<file path="src/design/nnis_div.sv">
// Pipelined restoring divider, one quotient bit per stage.
module nnis_div #(
	parameter int QW = 8,
	parameter int NW = 21,
	parameter int DW = 13
) (
	input  logic          clk,
	input  logic [NW-1:0] num,
	input  logic [DW-1:0] den,
	output logic [QW-1:0] quo
);

	logic [DW-1:0] rem_s [QW];
	logic [DW-1:0] den_s [QW];
	logic [QW-1:0] low_s [QW];
	logic [QW-1:0] quo_s [QW];

	logic [DW-1:0] rem_in [QW];
	logic [DW-1:0] den_in [QW];
	logic [QW-1:0] low_in [QW];
	logic [QW-1:0] quo_in [QW];
	logic [DW-1:0] rem_nx [QW];
	logic [QW-1:0] quo_nx [QW];

	// The caller guarantees num < den * 2**QW, so the upper part of the
	// numerator is already a valid partial remainder.
	always_comb begin
		logic [DW:0] trial;
		logic        ge;
		trial = '0;
		ge = 1'b0;
		rem_in[0] = DW'(num >> QW);
		den_in[0] = den;
		low_in[0] = num[QW-1:0];
		quo_in[0] = '0;
		for (int k = 1; k < QW; k++) begin
			rem_in[k] = rem_s[k-1];
			den_in[k] = den_s[k-1];
			low_in[k] = low_s[k-1];
			quo_in[k] = quo_s[k-1];
		end
		for (int k = 0; k < QW; k++) begin
			trial = {rem_in[k], low_in[k][QW-1-k]};
			ge = trial >= {1'b0, den_in[k]};
			rem_nx[k] = ge ? DW'(trial - {1'b0, den_in[k]}) : DW'(trial);
			quo_nx[k] = quo_in[k];
			quo_nx[k][QW-1-k] = ge;
		end
	end

	always_ff @(posedge clk) begin
		for (int k = 0; k < QW; k++) begin
			rem_s[k] <= rem_nx[k];
			den_s[k] <= den_in[k];
			low_s[k] <= low_in[k];
			quo_s[k] <= quo_nx[k];
		end
	end

	assign quo = quo_s[QW-1];

endmodule

</file>
<file path="config.mk">
export PLATFORM = sky130hd
export DESIGN_NAME = nnis_div
export DESIGN_NICKNAME = d
export VERILOG_FILES = /design/src/design/nnis_div.sv
export SDC_FILE = /design/constraint.sdc
export NUM_CORES = 1
export LEC_CHECK = 0
export BUFFER_PORTS_ARGS = -buffer_cell sky130_fd_sc_hd__clkbuf_2
export CORE_ASPECT_RATIO = 1.5
export CORE_MARGIN = 2
export CORE_UTILIZATION = 40
export DETAILED_ROUTE_END_ITERATION = 12
export MAX_ROUTING_LAYER = met4
export SYNTH_ARGS = -nofsm -noshare
export SYNTH_HDL_FRONTEND = slang
export SYNTH_SLANG_ARGS = --single-unit
</file>
<file path="constraint.sdc">
create_clock -name clk -period 5.67 [get_ports clk]
set_input_delay 1.134 -clock clk [delete_from_list [all_inputs] [get_ports clk]]
set_output_delay 1.134 -clock clk [all_outputs]
set_load 0.02 [all_outputs]
</file>
==> key figures, run 1 <==
Floorplanning
  – Total die area: 28200 um2
  – Die Y-Extent: 205 um
  – Initial core utilization: 40.6%
  – Site Rows: 73
  – Die width: 138 um
  – Core ar.: 26400 um2
  – Top Ports: 43

Synth
  – Count leader, synth: dfxtp_1
  – Synth Flop Type: dfxtp_1
  – Commonest cells post-synth: dfxtp_1 (246), inv_1 (137), ha_1 (104)
  – Top post-synthesis cells by area: dfxtp_1 (46%), ha_1 (12%), inv_1 (4.8%), mux2_2 (3.5%), o21ai_0 (3.1%)
  – Mapped Nets: 1226
  – Post-Syn Area: 10700 um2
  – Synth Register Bits: 246
  – Yosys warnings: 0
  – Sequential-to-total area share from yosys stat: 45.9%
  – Synth cell types: 64
  – Syn Inst Count: 1080
  – Yosys top cell area share: 45.9%
  – Avg Inst Size Synth: 9.93 um2
  – Synth area leader: dfxtp_1
  – EDFF count, synth: 0
  – Ys async rst share: 0%

Place
  – Port-buffer cells: 42
  – HPWL after DPL: 15600 um
  – GP Congestion: 0.844
  – # placed instances: 1447
  – Placement Setup Slack: 1.97 ns

Global routing
  – Vias in the first global route: 7658
  – Largest net degree at the start of global routing: 24
  – Tot GR Track Use: 14.8%
  – First-pass GRT wire length: 33000 um
  – Global Route met1 Usage: 12.6%
  – Antenna violations before repair: 0
  – GRT met2 Usage: 29.5%
  – Grt ovf: 0
  – M3 GR Usage: 2.03%
  – Gr busiest metal: met2

Setup path
  – Worst path required time: 6.08 ns
  – Critical Path AT: 3.56 ns
  – WS Path Type: input port to flip-flop
  – Max FO, Critical Path: 22
  – Buf+Inv Stages, Crit Path: 3
  – Crit-path slowest cell: a31o_2
  – CP endpoint kind: flip-flop
  – CP delay by family, top: compound AO/OA/AOI/OAI gates
  – Crit path cell chain: clkbuf_2 -> inv_1 -> ha_1 -> inv_1 -> fa_1 -> a21o_1 -> a21oi_2 -> o21ai_1 -> a21oi_1 -> a31o_2 -> mux2_2
  – CP peak stage delay: 0.44 ns
  – Most used cell, CP: inv_1
  – CP startpoint kind: input port

Clocking
  – Buffer count from post-CTS setup fixing: 0
  – Number of buffers created by CTS: 25
  – CTS max path bufs: 3
  – Worst-Skew Late Latency: 0.52 ns
  – Clock transition at path regs: 0.06 ns
  – CTS root buf: clkbuf_16
  – Clock sink count: 246
  – # H-tree levels: 1
  – CTS hold repair buffers: 0
  – Quantity of gates resized following cts: 0
  – CTS tree: built

Timing
  – Final WS setup: 2.51 ns
  – Setup Skew: 0.0171 ns
  – Slew Viols, Final: 0
  – Fin Setup TNS: 0 ns
  – Measured slew at the worst slew-check pin: 0.703 ns
  – Final hold vios: 0
  – RSZ-0062 raised after global routing: false
  – Final period util: 55.7%
  – Endpoints failing setup: 0
  – Tmin final: 3.16 ns
  – Rel. slew slack: 53.1%
  – F_max: 0.317 GHz

Pwr
  – Total Power: 6.99 mW
  – P_leak: 5.61 nW
  – Pwr Density: 580 nW/um2
  – IR drop worst, VDD: 0.235 mV

Route
  – Vias per inst: 4.95
  – Drt drc: 0
  – DR iter-0 viols: 229
  – Total vias in the final route: 7387
  – WL per Instance: 13.1 um
  – Drt first pass iters: 4
  – Final WL: 19500 um
  – Final ANT Viol Nets: 0

Final layout
  – Antenna fix cells: 0
  – Share of cells above drive strength 1: 12.4%
  – Number of nets at the end of the flow: 1283
  – Area grow syn2layout: 12.4%
  – FILL cells: 2514
  – Fin cells: 1491

Hold path
  – Worst hold-check path type: flip-flop to flip-flop

Outcome
  – Status: finished clean

Job
  – Max-cap viol count: 0
logic make-up (layout without fill, tap and decap cells):
group	Yosys count	after routing	share of synthesized area [%]
AOI/OAI and AO/OA	249	249	14.9
DFF	246	246	45.9
xor gates and xnor gates	60	60	4.90
muxes	49	49	5.47
buffers and inverters	151	225	5.67
adders and majority gates	111	111	13.4
and+or+nand+nor	214	214	9.67
cell usage in the layout (no fill, tap or decap), types with 4 or more instances in the layout:
cell and instances:
a31oi_1 11, xnor2_1 35, nor2b_1 13, clkbuf_8 4, xor2_1 25, nand4_1 17
a21oi_2 5, a41oi_1 4, fa_1 7, o21ai_1 8, a211oi_1 7, a21oi_1 57
clkbuf_16 25, a21o_1 30, or3_1 4, nor3_1 18, o21ai_0 66, mux2i_1 5
o21bai_1 9, dfxtp_1 246, nand3_1 7, a31o_2 4, nand2_1 56, clkbuf_1 9
o31ai_1 6, mux2_2 33, nor4_1 8, nand2b_1 11, clkbuf_2 42, o21a_1 17
nor2_1 61, inv_1 137, mux2_4 11, ha_1 104
area by class of cell:
cell class	count	area (um2)	share of cell area, %
flip-flops and latches	246	4920	40.8
multi-input cells	683	5190	43.1
clock inverters	6	65.1	0.540
inverters	137	514	4.27
well taps	337	422	3.50
repair buffers	44	225	1.87
clock buffers	38	714	5.93
state kept, by name, summed over array words and instances, names as in the netlist:
signal	flops
den_s	91
quo_s	36
low_s	28
rem_s	91
per-layer routing:
layer	vias up	part of all wire, %
li1	3827	-
met1	3343	35
met2	148	56
met3	69	3.2
met4	0	6.2
met5	-	0
through the flow:
step / hold slack (ns) / cell area [um2] / util [%]
6_report: 0.322 / 12100 / 45.7
5_1_grt: 0.330 / 12100 / 45.7
4_1_cts: 0.324 / 12100 / 45.7
3_5_place_dp: 0.312 / 11300 / 42.7
3_3_place_gp: 0.312 / 11300 / 42.7
2_1_floorplan: 0.310 / 10700 / -
power by group:
part	leakage, nW	internal, mW	switching [mW]
Clock	0.384	0.914	0.627
Sequential	2.07	2.22	0.214
Combinational	3.15	1.45	1.56
final timing paths:
| path | endpoint | slack [ns] | cells after the start | start |
|---|---|---|---|---|
| max | rem_s[0][1]$_DFF_P_ | 2.51 | 11 | num[7] |
| min | low_s[4][0]$_DFF_P_ | 0.32 | 0 | low_s[3][0]$_DFF_P_ |
| max reg2reg | rem_s[5][11]$_DFF_P_ | 2.67 | 11 | low_s[4][2]$_DFF_P_ |
| min reg2reg | low_s[4][0]$_DFF_P_ | 0.32 | 0 | low_s[3][0]$_DFF_P_ |
Power figures use the tool's default switching activity.
==> run 2, diff against run 1 <==
Clock period 5.67 ns to 2.55 ns, I/O delays scaled along.
==> run 2 against run 1 <==
Register-to-register slack lost 2.7 ns. Sequential cell count unchanged. Critical path depth is 1 higher. Critical endpoint is now rem_s[6][6]$_DFF_P_. Clock skew decreased by 0.0093 ns. Largest power group unchanged.
==> key figures, run 2 (same netlist as run 1, synthesis figures left out) <==
Outcome
  – Status: finished clean (unchanged)

Final layout
  – FF+latch area: 4930 um2 (was 4920 um2)
  – Final Cell Area: 13000 um2 (was 12100 um2)
  – Regs by FF count: den_s: 91 flops, rem_s: 91 flops, quo_s: 36 flops (unchanged)
  – Most common cell after layout, fill and taps aside: dfxtp_1 (unchanged)
  – Area grow syn2layout: 21.3% (was 12.4%)
  – Number of nets at the end of the flow: 1366 (was 1283)
  – Antenna fix cells: 0 (unchanged)
  – Most frequent cells in the layout: dfxtp_1 (241), inv_1 (133), ha_1 (102), buf_4 (76), o21ai_0 (65) (was dfxtp_1 (246), inv_1 (137), ha_1 (104), o21ai_0 (66), nor2_1 (61))
  – Share of cells above drive strength 1: 21.7% (was 12.4%)
  – FILL cells: 2389 (was 2514)
  – Multi-input gate area: 5410 um2 (was 5190 um2)

Timing
  – Slew Viols, Final: 0 (unchanged)
  – Worst hold margin: 0.0883 ns (was 0.322 ns)
  – Endpoints failing setup: 0 (unchanged)
  – Tmin final: 2.54 ns
  – F_max: 0.393 GHz
  – Rel. slew slack: 51.5% (was 53.1%)
  – Measured slew at the worst slew-check pin: 0.722 ns (was 0.703 ns)
  – Final hold vios: 0 (unchanged)
  – Setup Skew: 0.00777 ns (was 0.0171 ns)
  – RSZ-0062 raised after global routing: true (was false)
  – Final period util: 99.8%
  – Final WS setup: 0.00615 ns (was 2.51 ns)

Clocking
  – CTS max path bufs: 3 (unchanged)
  – CTS root buf: clkbuf_16 (unchanged)
  – CTS tree: built (unchanged)
  – Clock sink count: 246 (unchanged)
  – Clock transition at path regs: 0.07 ns (was 0.06 ns)
  – # H-tree levels: 1 (unchanged)
  – Number of buffers created by CTS: 25 (unchanged)
  – Worst-Skew Late Latency: 0.52 ns (about the same)

Setup path
  – CP endpoint kind: flip-flop (unchanged)
  – Max FO, Critical Path: 6 (was 22)
  – Crit path from: low_s[5][1]$_DFF_P_ (was num[7])
  – Reg2reg start: low_s[5][1]$_DFF_P_ (was low_s[4][2]$_DFF_P_)
  – Worst path required time: 2.95 ns (was 6.08 ns)
  – Critical Path AT: 2.95 ns (was 3.56 ns)
  – Buf+Inv Stages, Crit Path: 3 (unchanged)
  – Most used cell, CP: inv_2 (was inv_1)
  – WS Path Type: flip-flop to flip-flop (was input port to flip-flop)
  – CP startpoint kind: flip-flop (was input port)
  – Crit path cell chain: inv_2 -> ha_4 -> inv_2 -> fa_2 -> a21o_1 -> a21oi_2 -> o21ai_2 -> a211oi_2 -> buf_4 -> o21ai_4 -> a21bo_4 -> mux2_4 (was clkbuf_2 -> inv_1 -> ha_1 -> inv_1 -> fa_1 -> a21o_1 -> a21oi_2 -> o21ai_1 -> a21oi_1 -> a31o_2 -> mux2_2)
  – CP delay by family, top: compound AO/OA/AOI/OAI gates (unchanged)
  – Crit-path slowest cell: fa_2 (was a31o_2)
  – CP peak stage delay: 0.34 ns (was 0.44 ns)

Route
  – DR iter-0 viols: 258 (was 229)
  – Met1 WL: 7150 um (was 6830 um)
  – Total vias in the final route: 7809 (was 7387)
  – Met3 WL: 591 um (was 625 um)
  – Vias per inst: 4.95 (about the same)
  – Drt drc: 0 (unchanged)
  – Highest routed layer: met4 (unchanged)
  – Final WL: 21500 um (was 19500 um)
  – WL per Instance: 13.7 um (was 13.1 um)
  – Drt first pass iters: 4 (unchanged)
  – Met2 WL: 12400 um (was 10900 um)
  – Final ANT Viol Nets: 0 (unchanged)

Pwr
  – IR drop worst, VDD: 0.784 mV (was 0.235 mV)
  – Internal power: 11.2 mW (was 4.59 mW)
  – Sequential power share: 31.8% (was 34.8%)
  – Clock Power Share: 21.3% (was 22.0%)
  – Combinational share of power: 47.0% (was 43.1%)
  – Pwr Density: 1310 nW/um2 (was 580 nW/um2)
  – Sw power: 5.88 mW (was 2.40 mW)
  – P_leak: 6.09 nW (was 5.61 nW)
  – Switching share of power: 34.4% (about the same)

Place
  – Placed cell area: 11900 um2 (was 11300 um2)
  – HPWL after DPL: 16900 um (was 15600 um)
  – Port-buffer cells: 42 (unchanged)
  – GP Congestion: 0.916 (was 0.844)
  – Placement Setup Slack: -0.288 ns (was 1.97 ns)

Global routing
  – Grt ovf: 0 (unchanged)
  – Vias in the first global route: 7911 (was 7658)
  – Tot GR Track Use: 15.9% (was 14.8%)
  – Largest net degree at the start of global routing: 18 (was 24)
  – Antenna violations before repair: 0 (unchanged)
  – First-pass GRT wire length: 34700 um (was 33000 um)

Floorplanning
  – Site Rows: 73 (unchanged)
  – Initial core utilization: 40.6% (unchanged)
  – Die width: 138 um (unchanged)
  – Core ar.: 26400 um2 (unchanged)
  – Top Ports: 43 (unchanged)
  – Total die area: 28200 um2 (unchanged)
  – Die Y-Extent: 205 um (unchanged)

Hold path
  – Min-delay src: num[2] (was low_s[3][0]$_DFF_P_)
  – Worst hold-check path type: input port to flip-flop (was flip-flop to flip-flop)

Job
  – Max-cap viol count: 0 (unchanged)
## run 2: cell types whose count changed in the layout (fill, tap and decap cells not counted), sizes merged, moves of 3 or more
cell	delta
buf	+81
clkbuf	-5
clkinv	+5
clkinvlp	+3
## run 2: worst register-to-register path, cell delays in order, from the launching register on
cell      delay (ns)
dfxtp_2         0.32
inv_2           0.07
ha_4            0.14
inv_2           0.03
fa_2            0.35
a21o_1          0.18
a21oi_2         0.17
o21ai_2         0.08
a211oi_2        0.25
buf_4           0.17
o21ai_4         0.07
a21bo_4         0.29
mux2_4          0.31
## run 2: worst paths after layout
check                                           end  slack [ns]  depth (start not counted)
worst max register to register  rem_s[6][6]$_DFF_P_       0.006                         12
worst min-delay path            low_s[0][2]$_DFF_P_        0.09                          1
worst max-delay path            rem_s[6][6]$_DFF_P_       0.006                         12
worst min register to register  low_s[2][3]$_DFF_P_        0.32                          0
## run 2: power by group through the flow
| stage | registers (mW) | clock network, mW | logic, mW |
|---|---|---|---|
| after CTS | 5.43 | 3.75 | 7.78 |
| final | 5.43 | 3.63 | 8.03 |
| after detailed placement | 5.51 | 0 | 7.54 |
| after floorplan | 5.42 | 0 | 5.51 |
| after global routing | 5.55 | 3.90 | 8.95 |
| after global placement | 5.50 | 0 | 7.40 |
## run 2: final cells by class
cell class,instances,share of cell area (%)
multi-input cells,684,41.6
flip-flops and latches,246,37.9
repair buffers,126,6.82
clock buffers,32,5.32
inverters,137,3.95
well taps,337,3.24
clock inverters,14,1.13
## run 2: timing repair
item | in CTS | in global routing
resized for setup | 22 | 35
pin swaps | 11 | 21
cloned | 1 | 1
setup buffers | 3 | 5
setup endpoints to repair | 54 | 64
hold buffers | 0 | 0
## run 2: per-layer routing
metal	vias to the layer above	track usage [%]
met2	130	32.6
met5	-	-
met4	0	8.64
li1	4007	-
met3	83	2.13
met1	3589	12.9
## run 2: per-stage QoR
stage / utilization, % / total power, mW / TNS, ns / cells
5_1_grt: 49.3 / 18.4 / -1.45 / 1576
3_3_place_gp: 44.9 / 12.9 / -3.50 / 1520
6_report: 49.3 / 17.1 / 0 / 1576
2_1_floorplan: - / 10.9 / 0 / 1080
3_5_place_dp: 44.9 / 13.1 / -4.88 / 1520
4_1_cts: 48.5 / 17.0 / -0.00399 / 1570
==> run 3, diff against run 2 <==
Settings changed: CORE_UTILIZATION 40 to 50, PLACE_DENSITY from default to 0.69.
==> run 3 against run 2 <==
Cell count is 4.9% lower. Routed wire length is 3.0% higher. Total power is 0.93% higher. Register-to-register slack better by 0.02 ns. First-iteration DRC count is 33% lower. Non-clock buffer count is 2 lower. Clock power is 6.3% lower. Core utilization is 12 points higher. Cell area is 0.72% lower. Clock skew is 0.0020 ns higher. Sequential power hardly changed.
==> key figures, run 3 (same netlist as run 1, synthesis figures left out) <==
Outcome
  – Status: finished clean (unchanged)

Final layout
  – Most frequent cells in the layout: dfxtp_1 (241), inv_1 (130), ha_1 (99), buf_4 (73), o21ai_0 (64) (was dfxtp_1 (241), inv_1 (133), ha_1 (102), buf_4 (76), o21ai_0 (65))
  – Number of nets at the end of the flow: 1362 (was 1366)
  – Area grow syn2layout: 20.4% (was 21.3%)
  – Most common cell after layout, fill and taps aside: dfxtp_1 (unchanged)
  – Antenna fix cells: 0 (unchanged)
  – FILL cells: 1738 (was 2389)
  – Share of cells above drive strength 1: 21.9% (was 21.7%)
  – Regs by FF count: den_s: 91 flops, rem_s: 91 flops, quo_s: 36 flops (unchanged)
  – Fin util: 61.3% (was 49.3%)

Timing
  – Final period util: 98.8% (was 99.8%)
  – F_max: 0.397 GHz (was 0.393 GHz)
  – Fin Setup TNS: 0 ns (unchanged)
  – Final hold vios: 0 (unchanged)
  – Rel. slew slack: 57.0% (was 51.5%)
  – Slew Viols, Final: 0 (unchanged)
  – Measured slew at the worst slew-check pin: 0.629 ns (was 0.722 ns)
  – RSZ-0062 raised after global routing: true (unchanged)
  – Tmin final: 2.52 ns (was 2.54 ns)
  – Endpoints failing setup: 0 (unchanged)
  – Setup Skew: 0.00975 ns (was 0.00777 ns)

Setup path
  – Critical Path AT: 2.91 ns (was 2.95 ns)
  – Worst path required time: 2.94 ns (was 2.95 ns)
  – Crit-path slowest cell: fa_2 (unchanged)
  – CP startpoint kind: flip-flop (unchanged)
  – WS Path Type: flip-flop to flip-flop (unchanged)
  – Crit path cell chain: inv_2 -> ha_4 -> inv_2 -> fa_2 -> a21oi_4 -> o21ai_2 -> a21oi_2 -> o221a_2 -> a31oi_4 -> nand2b_4 -> clkbuf_16 -> mux2_2 (was inv_2 -> ha_4 -> inv_2 -> fa_2 -> a21o_1 -> a21oi_2 -> o21ai_2 -> a211oi_2 -> buf_4 -> o21ai_4 -> a21bo_4 -> mux2_4)
  – CP endpoint kind: flip-flop (unchanged)
  – R2R cell count: 12 (unchanged)
  – Max FO, Critical Path: 6 (unchanged)
  – CP peak stage delay: 0.38 ns (was 0.34 ns)
  – Most used cell, CP: inv_2 (unchanged)

Floorplanning
  – Initial core utilization: 50.9% (was 40.6%)
  – Top Ports: 43 (unchanged)
  – Die width: 124 um (was 138 um)
  – Core ar.: 21100 um2 (was 26400 um2)
  – Site Rows: 65 (was 73)
  – Die Y-Extent: 183 um (was 205 um)
  – Total die area: 22700 um2 (was 28200 um2)

Pwr
  – Switching share of power: 34.8% (was 34.4%)
  – Internal power: 11.2 mW (about the same)
  – Clock Power Share: 19.7% (was 21.3%)
  – Pwr Density: 1340 nW/um2 (was 1310 nW/um2)
  – Sw power: 6.01 mW (was 5.88 mW)
  – P_leak: 6.06 nW (was 6.09 nW)
  – Combinational share of power: 48.7% (was 47.0%)
  – Sequential power share: 31.6% (was 31.8%)
  – IR drop worst, VDD: 0.485 mV (was 0.784 mV)

Global routing
  – Largest net degree at the start of global routing: 19 (was 18)
  – First-pass GRT wire length: 34900 um (was 34700 um)
  – Antenna violations before repair: 0 (unchanged)
  – Vias in the first global route: 8263 (was 7911)
  – Tot GR Track Use: 20.0% (was 15.9%)
  – Grt ovf: 0 (unchanged)

Place
  – HPWL after DPL: 16700 um (was 16900 um)
  – Port-buffer cells: 42 (unchanged)
  – GP Congestion: 0.928 (was 0.916)

Clocking
  – Number of buffers created by CTS: 23 (was 25)
  – CTS tree: built (unchanged)
  – Clock transition at path regs: 0.06 ns (was 0.07 ns)
  – Worst-Skew Late Latency: 0.51 ns (was 0.52 ns)
  – Clock sink count: 246 (unchanged)
  – CTS hold repair buffers: 0 (unchanged)
  – # H-tree levels: 1 (unchanged)
  – CTS max path bufs: 3 (unchanged)
  – CTS root buf: clkbuf_16 (unchanged)

Route
  – Final ANT Viol Nets: 0 (unchanged)
  – DR iter-0 viols: 173 (was 258)
  – WL per Instance: 14.8 um (was 13.7 um)
  – Drt drc: 0 (unchanged)
  – Vias per inst: 5.23 (was 4.95)
  – Total vias in the final route: 7838 (was 7809)
  – Final WL: 22200 um (was 21500 um)
  – Drt first pass iters: 4 (unchanged)

Hold path
  – Worst hold-check path type: input port to flip-flop (unchanged)
  – Hold Path Stages: 1 (unchanged)

Job
  – Max-cap viol count: 0 (unchanged)
## run 3: timing repair
item | 4_1_cts | 5_1_grt
gates cloned | 2 | 1
setup endpoints to repair | 52 | 62
setup buffers | 9 | 10
pin swaps | 13 | 20
resized for setup | 32 | 38
## run 3: through the flow
| step | cells | cell area [um2] | total power [mW] | hold WS (ns) | setup slack [ns] |
|---|---|---|---|---|---|
| after floorplan | 1080 | 10700 | 10.9 | 0.310 | 0.0163 |
| after global placement | 1439 | 11700 | 12.8 | 0.311 | -0.244 |
| after detailed placement | 1439 | 11700 | 13.0 | 0.312 | -0.313 |
| after CTS | 1490 | 12700 | 17.0 | 0.0810 | 0.00911 |
| after global routing | 1499 | 12900 | 18.4 | 0.0890 | -0.0482 |
| final | 1499 | 12900 | 17.2 | 0.102 | 0.0297 |
## run 3: final cells by class
cell class | instances | area [um2] | area share (%)
Inverter | 137 | 514 | 3.98
Clock inverter | 8 | 95.1 | 0.736
Timing Repair Buffer | 124 | 916 | 7.09
Multi-Input combinational cell | 684 | 5460 | 42.3
Sequential cell | 246 | 4930 | 38.2
Clock buffer | 32 | 659 | 5.11
Tap cell | 268 | 335 | 2.60
## run 3: worst paths after layout
path | start | slack (ns) | end
worst min-delay path | num[3] | 0.10 | low_s[0][3]$_DFF_P_
worst max-delay path | low_s[2][4]$_DFF_P_ | 0.03 | rem_s[3][7]$_DFF_P_
worst min register to register | low_s[5][0]$_DFF_P_ | 0.32 | low_s[6][0]$_DFF_P_
worst max register to register | low_s[2][4]$_DFF_P_ | 0.03 | rem_s[3][7]$_DFF_P_
## run 3: power by group through the flow
stage	registers, mW	clock network, mW	logic, mW
2_1_floorplan	5.42	0	5.51
3_3_place_gp	5.50	0	7.31
3_5_place_dp	5.52	0	7.51
4_1_cts	5.45	3.49	8.06
5_1_grt	5.55	3.62	9.20
6_report	5.45	3.40	8.40
## run 3: layer usage
metal  GRT usage, %  vias to the layer above  wire length, um
li1               -                     3992                -
met1           14.8                     3611             7080
met2           41.6                      146            13000
met3           2.52                       89              629
met4           12.8                        0             1490
met5              -                        -                0
## run 3: critical path, delay by kind of cell, from the launching register on
| kind | cells | cell delay (ns) |
|---|---|---|
| adder cells (fa/ha/maj) | 2 | 0.52 |
| AO/OA/AOI/OAI | 5 | 0.78 |
| multiplexers | 1 | 0.28 |
| AND/OR/NAND/NOR | 1 | 0.20 |
| flip-flops | 1 | 0.32 |
| buffers and inverters | 3 | 0.31 |
